File: config.mk
export PLATFORM = sky130hd
export DESIGN_NAME = linear_float_to_srgb8_pixel_core
export DESIGN_NICKNAME = d
export VERILOG_FILES = /design/src/rtl/lf2s_pkg.sv /design/src/rtl/lf2s_color.sv /design/src/rtl/lf2s_alpha.sv /design/src/rtl/linear_float_to_srgb8_pixel_core.sv
export SDC_FILE = /design/constraint.sdc
export NUM_CORES = 2
export LEC_CHECK = 0
export BUFFER_PORTS_ARGS = -buffer_cell sky130_fd_sc_hd__buf_2
export CAP_MARGIN = 20
export CORE_ASPECT_RATIO = 1.1
export CORE_MARGIN = 3
export CORE_UTILIZATION = 66
export CTS_BUF_LIST = sky130_fd_sc_hd__clkbuf_8
export DETAILED_ROUTE_END_ITERATION = 6
export PLACE_DENSITY_LB_ADDON = 0.08
export SKIP_CTS_REPAIR_TIMING = 1
export SYNTH_ARGS = -nofsm -noshare
export SYNTH_HDL_FRONTEND = slang
export SYNTH_SLANG_ARGS = --single-unit
export TNS_END_PERCENT = 5
File: constraint.sdc
create_clock -name clk_i -period 9.5 [get_ports clk_i]
set_clock_uncertainty 0.15 [all_clocks]
set_input_delay 0 -clock clk_i [delete_from_list [all_inputs] [get_ports clk_i]]
set_output_delay 0 -clock clk_i [all_outputs]
set_load 0.005 [all_outputs]
File: src/rtl/lf2s_pkg.sv
// Types, constants and the sRGB lookup table of the pixel converter.
package lf2s_pkg;

  localparam logic [31:0] LowBits  = 32'h3900_0000;
  localparam logic [31:0] HighBits = 32'h3f7f_ffff;
  localparam logic [31:0] PosInf   = 32'h7f80_0000;
  localparam int unsigned RomDepth = 104;
  localparam logic [6:0]  RomLast  = 7'(RomDepth - 1);
  localparam logic [7:0]  AlphaScale  = 8'hff;
  localparam logic [7:0]  AlphaExpOfs = 8'd110;

  // Load enables of the five pipeline stages.
  typedef struct packed {
    logic s1;
    logic s2;
    logic s3;
    logic s4;
    logic s5;
  } lf2s_en_t;

  // Each word holds the segment bias in the upper half and the slope in the lower half.
  localparam logic [31:0] SrgbRom [RomDepth] = '{
    32'h0073000d, 32'h007a000d, 32'h0080000d, 32'h0087000d,
    32'h008d000d, 32'h0094000d, 32'h009a000d, 32'h00a1000d,
    32'h00a7001a, 32'h00b4001a, 32'h00c1001a, 32'h00ce001a,
    32'h00da001a, 32'h00e7001a, 32'h00f4001a, 32'h0101001a,
    32'h010e0033, 32'h01280033, 32'h01410033, 32'h015b0033,
    32'h01750033, 32'h018f0033, 32'h01a80033, 32'h01c20033,
    32'h01dc0067, 32'h020f0067, 32'h02430067, 32'h02760067,
    32'h02aa0067, 32'h02dd0067, 32'h03110067, 32'h03440067,
    32'h037800ce, 32'h03df00ce, 32'h044600ce, 32'h04ad00ce,
    32'h051400ce, 32'h057b00c5, 32'h05dd00bc, 32'h063b00b5,
    32'h06970158, 32'h07420142, 32'h07e30130, 32'h087b0120,
    32'h090b0112, 32'h09940106, 32'h0a1700fc, 32'h0a9500f2,
    32'h0b0f01cb, 32'h0bf401ae, 32'h0ccb0195, 32'h0d950180,
    32'h0e56016e, 32'h0f0d015e, 32'h0fbc0150, 32'h10630143,
    32'h11070264, 32'h1238023e, 32'h1357021d, 32'h14660201,
    32'h156601e9, 32'h165a01d3, 32'h174401c0, 32'h182401af,
    32'h18fe0331, 32'h1a9602fe, 32'h1c1502d2, 32'h1d7e02ad,
    32'h1ed4028d, 32'h201a0270, 32'h21520256, 32'h227d0240,
    32'h239f0443, 32'h25c003fe, 32'h27bf03c4, 32'h29a10392,
    32'h2b6a0367, 32'h2d1d0341, 32'h2ebe031f, 32'h304d0300,
    32'h31d105b0, 32'h34a80555, 32'h37520507, 32'h39d504c5,
    32'h3c37048b, 32'h3e7c0458, 32'h40a8042a, 32'h42bd0401,
    32'h44c20798, 32'h488e071e, 32'h4c1c06b6, 32'h4f76065d,
    32'h52a50610, 32'h55ac05cc, 32'h5892058f, 32'h5b590559,
    32'h5e0c0a23, 32'h631c0980, 32'h67db08f6, 32'h6c55087f,
    32'h70940818, 32'h74a007bd, 32'h787d076c, 32'h7c330723
  };

  // Negative values, zero, NaN and tiny values go to the low end; large ones saturate.
  function automatic logic [31:0] lf2s_clamp(input logic [31:0] raw);
    logic [31:0] res;
    res = raw;
    if (raw[31] || (raw > PosInf) || (raw < LowBits)) begin
      res = LowBits;
    end else if (raw > HighBits) begin
      res = HighBits;
    end
    return res;
  endfunction

endpackage

File: src/rtl/lf2s_color.sv
// One color channel: table lookup and linear interpolation to an sRGB byte.
module lf2s_color
  import lf2s_pkg::*;
(
  input  logic        clk_i,
  input  lf2s_en_t    en_i,
  input  logic [31:0] raw_i,
  output logic [7:0]  byte_o
);

  logic [31:0] clamped;
  logic [31:0] offset;
  logic [6:0]  idx;
  logic [31:0] word;
  logic [15:0] bias_d, bias_q;
  logic [15:0] scale_d, scale_q;
  logic [7:0]  frac_d, frac_q;
  logic [23:0] prod;
  logic [25:0] sum_d, sum_q;
  logic [9:0]  sum_hi;
  logic [7:0]  byte_d, byte_q;
  logic [7:0]  dly_q, out_q;

  always_comb begin
    clamped = lf2s_clamp(raw_i);
    offset  = clamped - LowBits;
    idx     = (offset[26:20] > RomLast) ? RomLast : offset[26:20];
    word    = SrgbRom[idx];
    bias_d  = word[31:16];
    scale_d = word[15:0];
    frac_d  = clamped[19:12];
  end

  assign prod   = scale_q * frac_q;
  assign sum_d  = {1'b0, bias_q, 9'd0} + {2'b00, prod};
  assign sum_hi = sum_q[25:16];
  assign byte_d = (sum_hi[9:8] != 2'b00) ? 8'hff : sum_hi[7:0];

  always_ff @(posedge clk_i) begin
    if (en_i.s1) begin
      bias_q  <= bias_d;
      scale_q <= scale_d;
      frac_q  <= frac_d;
    end
    if (en_i.s2) begin
      sum_q <= sum_d;
    end
    if (en_i.s3) begin
      byte_q <= byte_d;
    end
    if (en_i.s4) begin
      dly_q <= byte_q;
    end
    if (en_i.s5) begin
      out_q <= dly_q;
    end
  end

  assign byte_o = out_q;

endmodule

File: src/rtl/lf2s_alpha.sv
// Alpha channel: A * 255 + 0.5 with single-precision rounding, in exact fixed point.
module lf2s_alpha
  import lf2s_pkg::*;
(
  input  logic        clk_i,
  input  lf2s_en_t    en_i,
  input  logic [31:0] raw_i,
  output logic [7:0]  byte_o
);

  logic [31:0] clamped;
  logic [7:0]  exp_q, exp2_q;
  logic [23:0] mant_q;
  logic [31:0] prod_d, prod_q;
  logic [23:0] base;
  logic        grd, stk;
  logic [24:0] rnd_d, rnd_q;
  logic [7:0]  sh_full;
  logic [4:0]  sh_q;
  logic [48:0] fix_d, fix_q;
  logic [5:0]  top;
  logic [4:0]  cut;
  logic [48:0] kept;
  logic [48:0] low_mask;
  logic        lsb_g, lsb_s, inc;
  logic [33:0] rounded;
  logic [33:0] scaled;
  logic [7:0]  byte_d, out_q;

  assign clamped = lf2s_clamp(raw_i);
  assign prod_d  = {8'd0, mant_q} * {24'd0, AlphaScale};

  // Round the product to 24 significant bits; it has 31 or 32 bits.
  always_comb begin
    if (prod_q[31]) begin
      base    = prod_q[31:8];
      grd     = prod_q[7];
      stk     = |prod_q[6:0];
      sh_full = exp2_q + 8'd8 - AlphaExpOfs;
    end else begin
      base    = prod_q[30:7];
      grd     = prod_q[6];
      stk     = |prod_q[5:0];
      sh_full = exp2_q + 8'd7 - AlphaExpOfs;
    end
    rnd_d = {1'b0, base} + {24'd0, grd & (stk | base[0])};
  end

  // Aligned to 40 fraction bits, with the half added.
  assign fix_d = ({24'd0, rnd_q} << sh_q) + (49'd1 << 39);

  // The sum is at least one half, so its leading one sits in bits 48 down to 39.
  always_comb begin
    top = 6'd39;
    for (int i = 39; i < 49; i++) begin
      if (fix_q[i]) begin
        top = 6'(i);
      end
    end
    cut      = 5'(top - 6'd23);
    kept     = fix_q >> cut;
    low_mask = (49'd1 << (cut - 5'd1)) - 49'd1;
    lsb_g    = fix_q[cut - 5'd1];
    lsb_s    = |(fix_q & low_mask);
    inc      = lsb_g & (lsb_s | kept[0]);
    rounded  = kept[33:0] + {33'd0, inc};
    scaled   = rounded >> (6'd63 - top);
    byte_d   = (scaled[33:8] != '0) ? 8'hff : scaled[7:0];
  end

  always_ff @(posedge clk_i) begin
    if (en_i.s1) begin
      exp_q  <= clamped[30:23];
      mant_q <= {1'b1, clamped[22:0]};
    end
    if (en_i.s2) begin
      prod_q <= prod_d;
      exp2_q <= exp_q;
    end
    if (en_i.s3) begin
      rnd_q <= rnd_d;
      sh_q  <= sh_full[4:0];
    end
    if (en_i.s4) begin
      fix_q <= fix_d;
    end
    if (en_i.s5) begin
      out_q <= byte_d;
    end
  end

  assign byte_o = out_q;

endmodule

File: src/rtl/linear_float_to_srgb8_pixel_core.sv
// Linear float RGBA to 8-bit sRGB BGRA pixel converter, top level.
// Throughput is one pixel per cycle; each of the five stages holds its item under
// back-pressure and fills from the stage before as soon as it is free.
// Reset clears the stage valid bits only; the datapath registers are not reset.
module linear_float_to_srgb8_pixel_core
  import lf2s_pkg::*;
(
  input  logic         clk_i,
  input  logic         rst_ni,
  input  logic         s_axis_tvalid_i,
  output logic         s_axis_tready_o,
  input  logic [127:0] s_axis_tdata_i,  // red_in, green_in, blue_in, alpha_in
  output logic         m_axis_tvalid_o,
  input  logic         m_axis_tready_i,
  output logic [31:0]  m_axis_tdata_o   // blue_out, green_out, red_out, alpha_out
);

  logic [4:0] vld_q;
  logic [4:0] vld_d;
  lf2s_en_t   en;
  logic [7:0] red_b, green_b, blue_b, alpha_b;

  // A stage loads when it is empty or its content moves on in the same cycle.
  always_comb begin
    en.s5 = !vld_q[4] || m_axis_tready_i;
    en.s4 = !vld_q[3] || en.s5;
    en.s3 = !vld_q[2] || en.s4;
    en.s2 = !vld_q[1] || en.s3;
    en.s1 = !vld_q[0] || en.s2;
    vld_d[0] = en.s1 ? s_axis_tvalid_i : vld_q[0];
    vld_d[1] = en.s2 ? vld_q[0] : vld_q[1];
    vld_d[2] = en.s3 ? vld_q[1] : vld_q[2];
    vld_d[3] = en.s4 ? vld_q[2] : vld_q[3];
    vld_d[4] = en.s5 ? vld_q[3] : vld_q[4];
  end

  always_ff @(posedge clk_i or negedge rst_ni) begin
    if (!rst_ni) begin
      vld_q <= '0;
    end else begin
      vld_q <= vld_d;
    end
  end

  lf2s_color u_red (
    .clk_i  (clk_i),
    .en_i   (en),
    .raw_i  (s_axis_tdata_i[31:0]),
    .byte_o (red_b)
  );

  lf2s_color u_green (
    .clk_i  (clk_i),
    .en_i   (en),
    .raw_i  (s_axis_tdata_i[63:32]),
    .byte_o (green_b)
  );

  lf2s_color u_blue (
    .clk_i  (clk_i),
    .en_i   (en),
    .raw_i  (s_axis_tdata_i[95:64]),
    .byte_o (blue_b)
  );

  lf2s_alpha u_alpha (
    .clk_i  (clk_i),
    .en_i   (en),
    .raw_i  (s_axis_tdata_i[127:96]),
    .byte_o (alpha_b)
  );

  assign s_axis_tready_o = en.s1;
  assign m_axis_tvalid_o = vld_q[4];
  assign m_axis_tdata_o  = {alpha_b, red_b, green_b, blue_b};

endmodule

== Word level (Yosys, flattened, before mapping) ==
Memory sizes are Yosys's and may differ from the RTL's. A register that Yosys moved wholly into a read port is not among the register bits.
Cells that the tools add are included.
Word-level totals
  word-level logic and storage cells: 132
  memory bits (read-only): 12288
  output and inout bits: 34
  register bits after elaboration: 331
  memories: 3
  input bits: 132
Memory list
  (no name shown): words 128, width 32, rd ports 1, clocked after memory_dff 1, wr ports 0, RTL line lf2s_color.sv:28  | word = SrgbRom[idx];
  (no name shown): words 128, width 32, rd ports 1, clocked after memory_dff 1, wr ports 0, RTL line lf2s_color.sv:28
  (no name shown): words 128, width 32, rd ports 1, clocked after memory_dff 1, wr ports 0, RTL line lf2s_color.sv:28
Operators by class
  multiply operators: 4
  shift operators: 4
  magnitude comparators: 16
  add/subtract/negate cells: 17
  reduce and logical (&&, ||, !) cells: 26
  multiplexer cells: 25
  bitwise operators: 8
Operators with widths (number)
  27-bit two-way mux: 7
  32-bit by 30-bit > comparator with 1-bit output (second input constant): 4
  32-bit by 31-bit > comparator with 1-bit output (second input constant): 4
  32-bit by 30-bit less-than comparator with 1-bit output (second input constant): 4
  27-bit by 25-bit subtractor with 27-bit output (second input constant): 3
  25-bit by 24-bit adder with 26-bit output: 3
  16-bit by 8-bit multiplier with 24-bit output: 3
  49-bit by 40-bit adder with 49-bit output (second input constant): 1
  49-bit AND: 1
  49-bit OR reduction: 1
  1-bit by 5-bit << shifter with 49-bit output (first input constant): 1
  25-bit by 5-bit << shifter with 49-bit output: 1
  49-bit by 5-bit >> shifter with 34-bit output: 1
  49-bit by 1-bit subtractor with 49-bit output (second input constant): 1
  34-bit by 1-bit adder with 34-bit output: 1
  34-bit by 6-bit >> shifter with 34-bit output: 1
  24-bit by 8-bit multiplier with 32-bit output (second input constant): 1
  4-bit two-way mux: 8
  26-bit nonzero test: 1
  24-bit by 1-bit adder with 25-bit output: 1
  24-bit two-way mux: 1
  7-bit NOT with 8-bit output: 3
  7-bit > comparator (second input constant): 3
  7-bit two-way mux: 3
  other kinds (18): 42

== Longest topological paths before layout ==
  depth in word-level cells: 20
  depth in mapped cells: 32
  gate-level depth less buffers: 26

== Hierarchy ==
A second synthesis with hierarchy kept.
Unflattened totals
  cell total of the unflattened synthesis: 4721
  area, all modules: 42523.3 µm²
Modules (own cells, without submodules)
  lf2s_alpha: instances 1, area each 15640.0 µm², cells an instance 1584, sequential area each 4564.4 µm²
  lf2s_color at u_blue: instances 1, area each 8937.3 µm², cells an instance 1042, sequential area each 2042.0 µm²
  lf2s_color at u_red: instances 1, area each 8899.8 µm², cells an instance 1042, sequential area each 2042.0 µm²
  lf2s_color at u_green: instances 1, area each 8838.5 µm², cells an instance 1036, sequential area each 2042.0 µm²
  linear_float_to_srgb8_pixel_core: instances 1, area each 207.7 µm², cells an instance 17, sequential area each 125.1 µm²

== Least setup slack after synthesis ==
No wires, ideal clock.
  path type: reg-to-reg
  from: register u_alpha.fix_q[47]
  to: register u_alpha.out_q[3] (netlist: u_alpha.byte_o[3]), data pin
  setup slack: 1.333 ns
  buffers on the path: 12
  stages on the path, launching flop included: 33
  period minus slack after synthesis: 8.167 ns
  arrival: 7.751 ns
  cell sequence: edfxtp_1 > clkbuf_1 > nand2b_1 > buf_2 > o211a_1 > clkbuf_1 > nor2_4 > buf_2 > buf_2 > buf_2 > buf_1 > buf_1 > ha_1 > buf_1 > clkbuf_1 > clkbuf_1 > buf_1 > nand4_1 > mux2i_1 > a221oi_1 > a221o_1 > inv_1 > ha_1 > a21boi_0 > nor4bb_1 > nand4_1 > xnor2_1 > nor2_1 > a211o_1 > nor3_1 > nand3_1 > o41ai_4 > or3b_1
On the way
  cells in the longest elaborated chain, start to end: 13
Ends and longest elaborated chain
  start, declared: RTL line lf2s_alpha.sv:20  | logic [48:0] fix_d, fix_q;
  start signal, assigned: RTL line lf2s_alpha.sv:85  | fix_q <= fix_d;
  4-bit two-way mux: RTL line lf2s_alpha.sv:56  | if (fix_q[i]) begin
  5-bit two-way mux: RTL line lf2s_alpha.sv:56
  5-bit subtractor: RTL line lf2s_alpha.sv:60  | cut = 5'(top - 6'd23);
  5-bit by 1-bit subtractor with 5-bit output: RTL line lf2s_alpha.sv:62, lf2s_alpha.sv:63
  1-bit by 5-bit << shifter with 49-bit output: RTL line lf2s_alpha.sv:62  | low_mask = (49'd1 << (cut - 5'd1)) - 49'd1;
  49-bit by 1-bit subtractor with 49-bit output: RTL line lf2s_alpha.sv:62
  49-bit AND: RTL line lf2s_alpha.sv:64  | lsb_s = |(fix_q & low_mask);
  49-bit OR reduction: RTL line lf2s_alpha.sv:64
  1-bit OR: RTL line lf2s_alpha.sv:65  | inc = lsb_g & (lsb_s | kept[0]);
  1-bit AND: RTL line lf2s_alpha.sv:65
  34-bit by 1-bit adder with 34-bit output: RTL line lf2s_alpha.sv:66  | rounded = kept[33:0] + {33'd0, inc};
  34-bit by 6-bit >> shifter with 34-bit output *: RTL line lf2s_alpha.sv:67  | scaled = rounded >> (6'd63 - top);
  26-bit nonzero test: RTL line lf2s_alpha.sv:68  | byte_d = (scaled[33:8] != '0) ? 8'hff : scaled[7:0];
  end signal, assigned: RTL line lf2s_alpha.sv:88  | out_q <= byte_d;
  end, declared: RTL line lf2s_alpha.sv:28  | logic [7:0] byte_d, out_q;
Mark *: on every way between the ends. The rest lies on a longest branch, timed or not. The select of a mux whose other input is x is not followed.
A chain may end at the register's enable or synchronous reset.

== Worst setup path after layout ==
  from: register u_alpha.fix_q[44]
  to: register u_alpha.out_q[3] (netlist: u_alpha.byte_o[3]), data pin
On the way
  cells in the longest elaborated chain, start to end: 16
Ends and longest elaborated chain (RTL line)
  4-bit two-way mux (4 in series): lf2s_alpha.sv:56
  5-bit two-way mux: lf2s_alpha.sv:56
  5-bit subtractor: lf2s_alpha.sv:60
  5-bit by 1-bit subtractor with 5-bit output: lf2s_alpha.sv:62, lf2s_alpha.sv:63
  1-bit by 5-bit << shifter with 49-bit output: lf2s_alpha.sv:62
  49-bit by 1-bit subtractor with 49-bit output: lf2s_alpha.sv:62
  49-bit AND: lf2s_alpha.sv:64
  49-bit OR reduction: lf2s_alpha.sv:64
  1-bit OR: lf2s_alpha.sv:65
  1-bit AND: lf2s_alpha.sv:65
  34-bit by 1-bit adder with 34-bit output: lf2s_alpha.sv:66
  34-bit by 6-bit >> shifter with 34-bit output *: lf2s_alpha.sv:67
  26-bit nonzero test: lf2s_alpha.sv:68
Marks and branches as above.

==> impl_metrics.tcl <==
set metrics [dict create \
    place_hpwl_um 87190 \
    vias_per_cell 6.713 \
    htree_levels 2 \
    r2r_start "u_alpha.fix_q[44]$_DFFE_PP_" \
    syn_avg_cell_area_um2 8.861 \
    relSlewSlack_pct 27.97 \
    cts.sinks 360 \
    nets 5439 \
    multiInputGateArea_um2 27860 \
    die_area_um2 65490 \
    synth_edf_count 355 \
    max_freq_ghz 0.1244 \
    worstMarginPinSlew_ns 1.071 \
    cap_violations 0 \
    synth_area_leaders "edfxtp_1, fa_1, ha_1, nand2_1, a21oi_1" \
    vdd_ir_drop_max_v 0.0003757 \
    crit_path_end_kind "flop" \
    drtAntennaViolNets 0 \
    fin_cells 5599 \
    fp.dieH_um 268.1 \
    yosysMostFrequentCell "nand2_1" \
    holdPathEnd "u_green.frac_q[4]$_SDFFCE_PP0P_" \
    yosys_warnings 0 \
    globalplace.congestion 1.038 \
    grtUsageMet2_pct 57.11 \
    synth_seq_area_share_pct 26.16 \
    setup_violations 0 \
    clock_path_buffers 3 \
    r2r_slack_ns 1.46 \
    utilization_pct 72.61 \
    outcome "finished with violations" \
    core_um2 61450 \
    syn2layout_area_growth_pct 8.247 \
    clkSlewWorstSetupHoldPaths_ns 0.06 \
    crit_type "reg -> reg" \
    power.total_mw 15.21 \
    antenna_found_initial 4 \
    p_leak_nw 19.25 \
    arrival_ns 8.28 \
    p_per_area_nw_per_um2 341.0 \
    synthesis.instances 4652 \
    clk_latency_ns 0.67 \
    dp.cells 5393 \
    met1_usage_pct 48.10 \
    cts_tree "built" \
    start_kind "flop" \
    synth_area_um2 41220 \
    drt_iter0_markers 5084 \
    hp-class "in -> reg" \
    seq_area_um2 10790 \
    start_util_pct 67.08 \
    async_reset_ff_share_pct 1.389 \
    rr_endpoint "u_alpha.byte_o[3]$_SDFFCE_PP1P_" \
    required_ns 9.74 \
    drc_errors 19 \
    busiest_layer "met2" \
    routedWlPerCell_um 22.32 \
    period_share_pct 84.65 \
    portBuffers 165 \
    ys_ff_latch 360 \
    final_layout_size_suffix_gt1_share_pct 9.640 \
    min_period_ns 8.042 \
    synth_top_area_cell "edfxtp_1" \
    io_pins 166 \
    finalWirelength_um 125000 \
    reg2regPathDepth 19 \
    synth_nets 5366 \
    rows 95 \
    die_w_um 244.3 \
    use_met3_pct 6.367 \
    hold_start "s_axis_tdata_i[63]" \
    hold_path_depth 4 \
    slew_violations 0 \
    grt_usage_pct 35.87 \
    ys.flop_type "edfxtp_1" \
    yosysUniqueCellTypes 95 \
    synth.top_cell.area_share_pct 25.86 \
    grt_pass1_wl_um 189200 \
    vias 37590 \
    cts_made_buffers 57 \
    n_fill_cell 4600 \
    grt_max_degree 74 \
    first_global_vias 35280 \
    firstDrtPassIters 7 \
    critical_path.max_fanout 28 \
    synth_top_cells_by_count "nand2_1, inv_1, nor2_1" \
    setup_tns_ns 0 \
    violations "DRC" \
    grt_overflow 0 \
    root_buffer "clkbuf_8" \
    grt_setup_unrepaired "false" \
    hold_viol_final 0 \
]
-- state kept, by name (all words and copies together) (netlist names), 15 cells and up --
register,cells
u_green.bias_q,15
u_alpha.prod_q,32
u_blue.bias_q,15
u_alpha.fix_q,48
u_red.bias_q,15
u_alpha.mant_q,23
u_alpha.rnd_q,25
-- routing by layer --
layer / part of all wire (%) / vias up
li1: - / 16760
met1: 38 / 17670
met2: 46 / 2514
met3: 10 / 640
met4: 6.2 / 0
met5: 0 / -
-- final cells by class --
class,count,share of cell area [%]
tap,824,2.311
clock inverter,47,0.8356
multi-input combinational,3584,62.44
sequential,360,24.17
antenna,3,0.01682
inverter,403,3.390
timing repair buffer,319,5.014
clock buffer,59,1.820
-- critical path, stage by stage, from the launching register on --
cell	delay (ns)
edfxtp_1	0.53
nor3b_1	0.22
a211o_1	0.44
nor2_4	0.16
ha_1	0.46
inv_1	0.42
xnor2_4	0.80
mux2i_1	0.15
mux2_2	0.31
a211o_1	0.30
a31oi_2	0.47
or4b_4	0.55
or3_4	0.53
or3_1	0.47
o211ai_1	0.25
and4b_1	0.24
a211oi_1	0.30
o2111ai_1	0.21
o41ai_4	0.42
or3b_1	0.38
-- report_power, final --
part	leakage [nW]	total (mW)	internal (mW)	switching [mW]
clock network	0.644	1.37	0.725	0.646
logic	14.8	10.7	4.36	6.34
registers	3.82	3.15	2.61	0.534
total	19.3	15.2	7.69	7.52
-- cell usage in the layout (no fill, tap or decap), types with 27 or more instances in the layout --
cell and instances:
nand2_1 471, inv_1 409, nor2_1 362, edfxtp_1 355
a21oi_1 338, fa_1 311, ha_1 268, o21ai_0 266
and2_1 190, buf_2 165, nand3_1 123, nor3_1 118
dlygate4sd3_1 97, mux2i_1 96, o21a_1 77, a31oi_1 62
a211oi_1 61, xnor2_1 59, o211ai_1 59, clkbuf_8 59
buf_4 56, o22ai_1 48, mux2_2 40, or2_2 37
mux4_2 35, a21o_1 33, a221oi_1 32, nor4_1 31
a311oi_1 31, nand2b_1 28, and3_1 27, xor2_1 27
-- worst max path at each step --
stage,slack [ns],startpoint,depth (start not counted),end
final,1.46,u_alpha.fix_q[44]$_DFFE_PP_,19,u_alpha.byte_o[3]$_SDFFCE_PP1P_
after CTS,1.57,u_alpha.fix_q[44]$_DFFE_PP_,19,u_alpha.byte_o[3]$_SDFFCE_PP1P_
after global placement,1.67,u_alpha.fix_q[44]$_DFFE_PP_,19,u_alpha.byte_o[3]$_SDFFCE_PP1P_
after global routing,1.05,u_alpha.fix_q[44]$_DFFE_PP_,21,u_alpha.byte_o[3]$_SDFFCE_PP1P_
after detailed placement,1.57,u_alpha.fix_q[44]$_DFFE_PP_,19,u_alpha.byte_o[3]$_SDFFCE_PP1P_
after floorplan,1.33,u_alpha.fix_q[47]$_DFFE_PP_,32,u_alpha.byte_o[3]$_SDFFCE_PP1P_
-- metrics by stage --
step / hold WS (ns) / area [µm²] / setup WS (ns)
after floorplan: -0.4456 / 41220 / 1.333
after global placement: -0.3283 / 42460 / 1.674
after detailed placement: -0.3244 / 42460 / 1.572
after CTS: -1.038 / 43640 / 1.569
after global routing: 0.02028 / 44620 / 1.046
final: 0.002747 / 44620 / 1.458
-- cell families after synthesis --
group           after synthesis  share of synthesized area [%]
flops                       360                          26.16
xor+xnor                     93                          2.022
mux                         172                          5.373
fa+ha+maj                   582                          23.33
compound gates             1230                          19.26
simple gates               1506                          17.28
buf+inv                     708                          6.569
other cells                   1                       0.009097
Power figures use the tool's default switching activity.
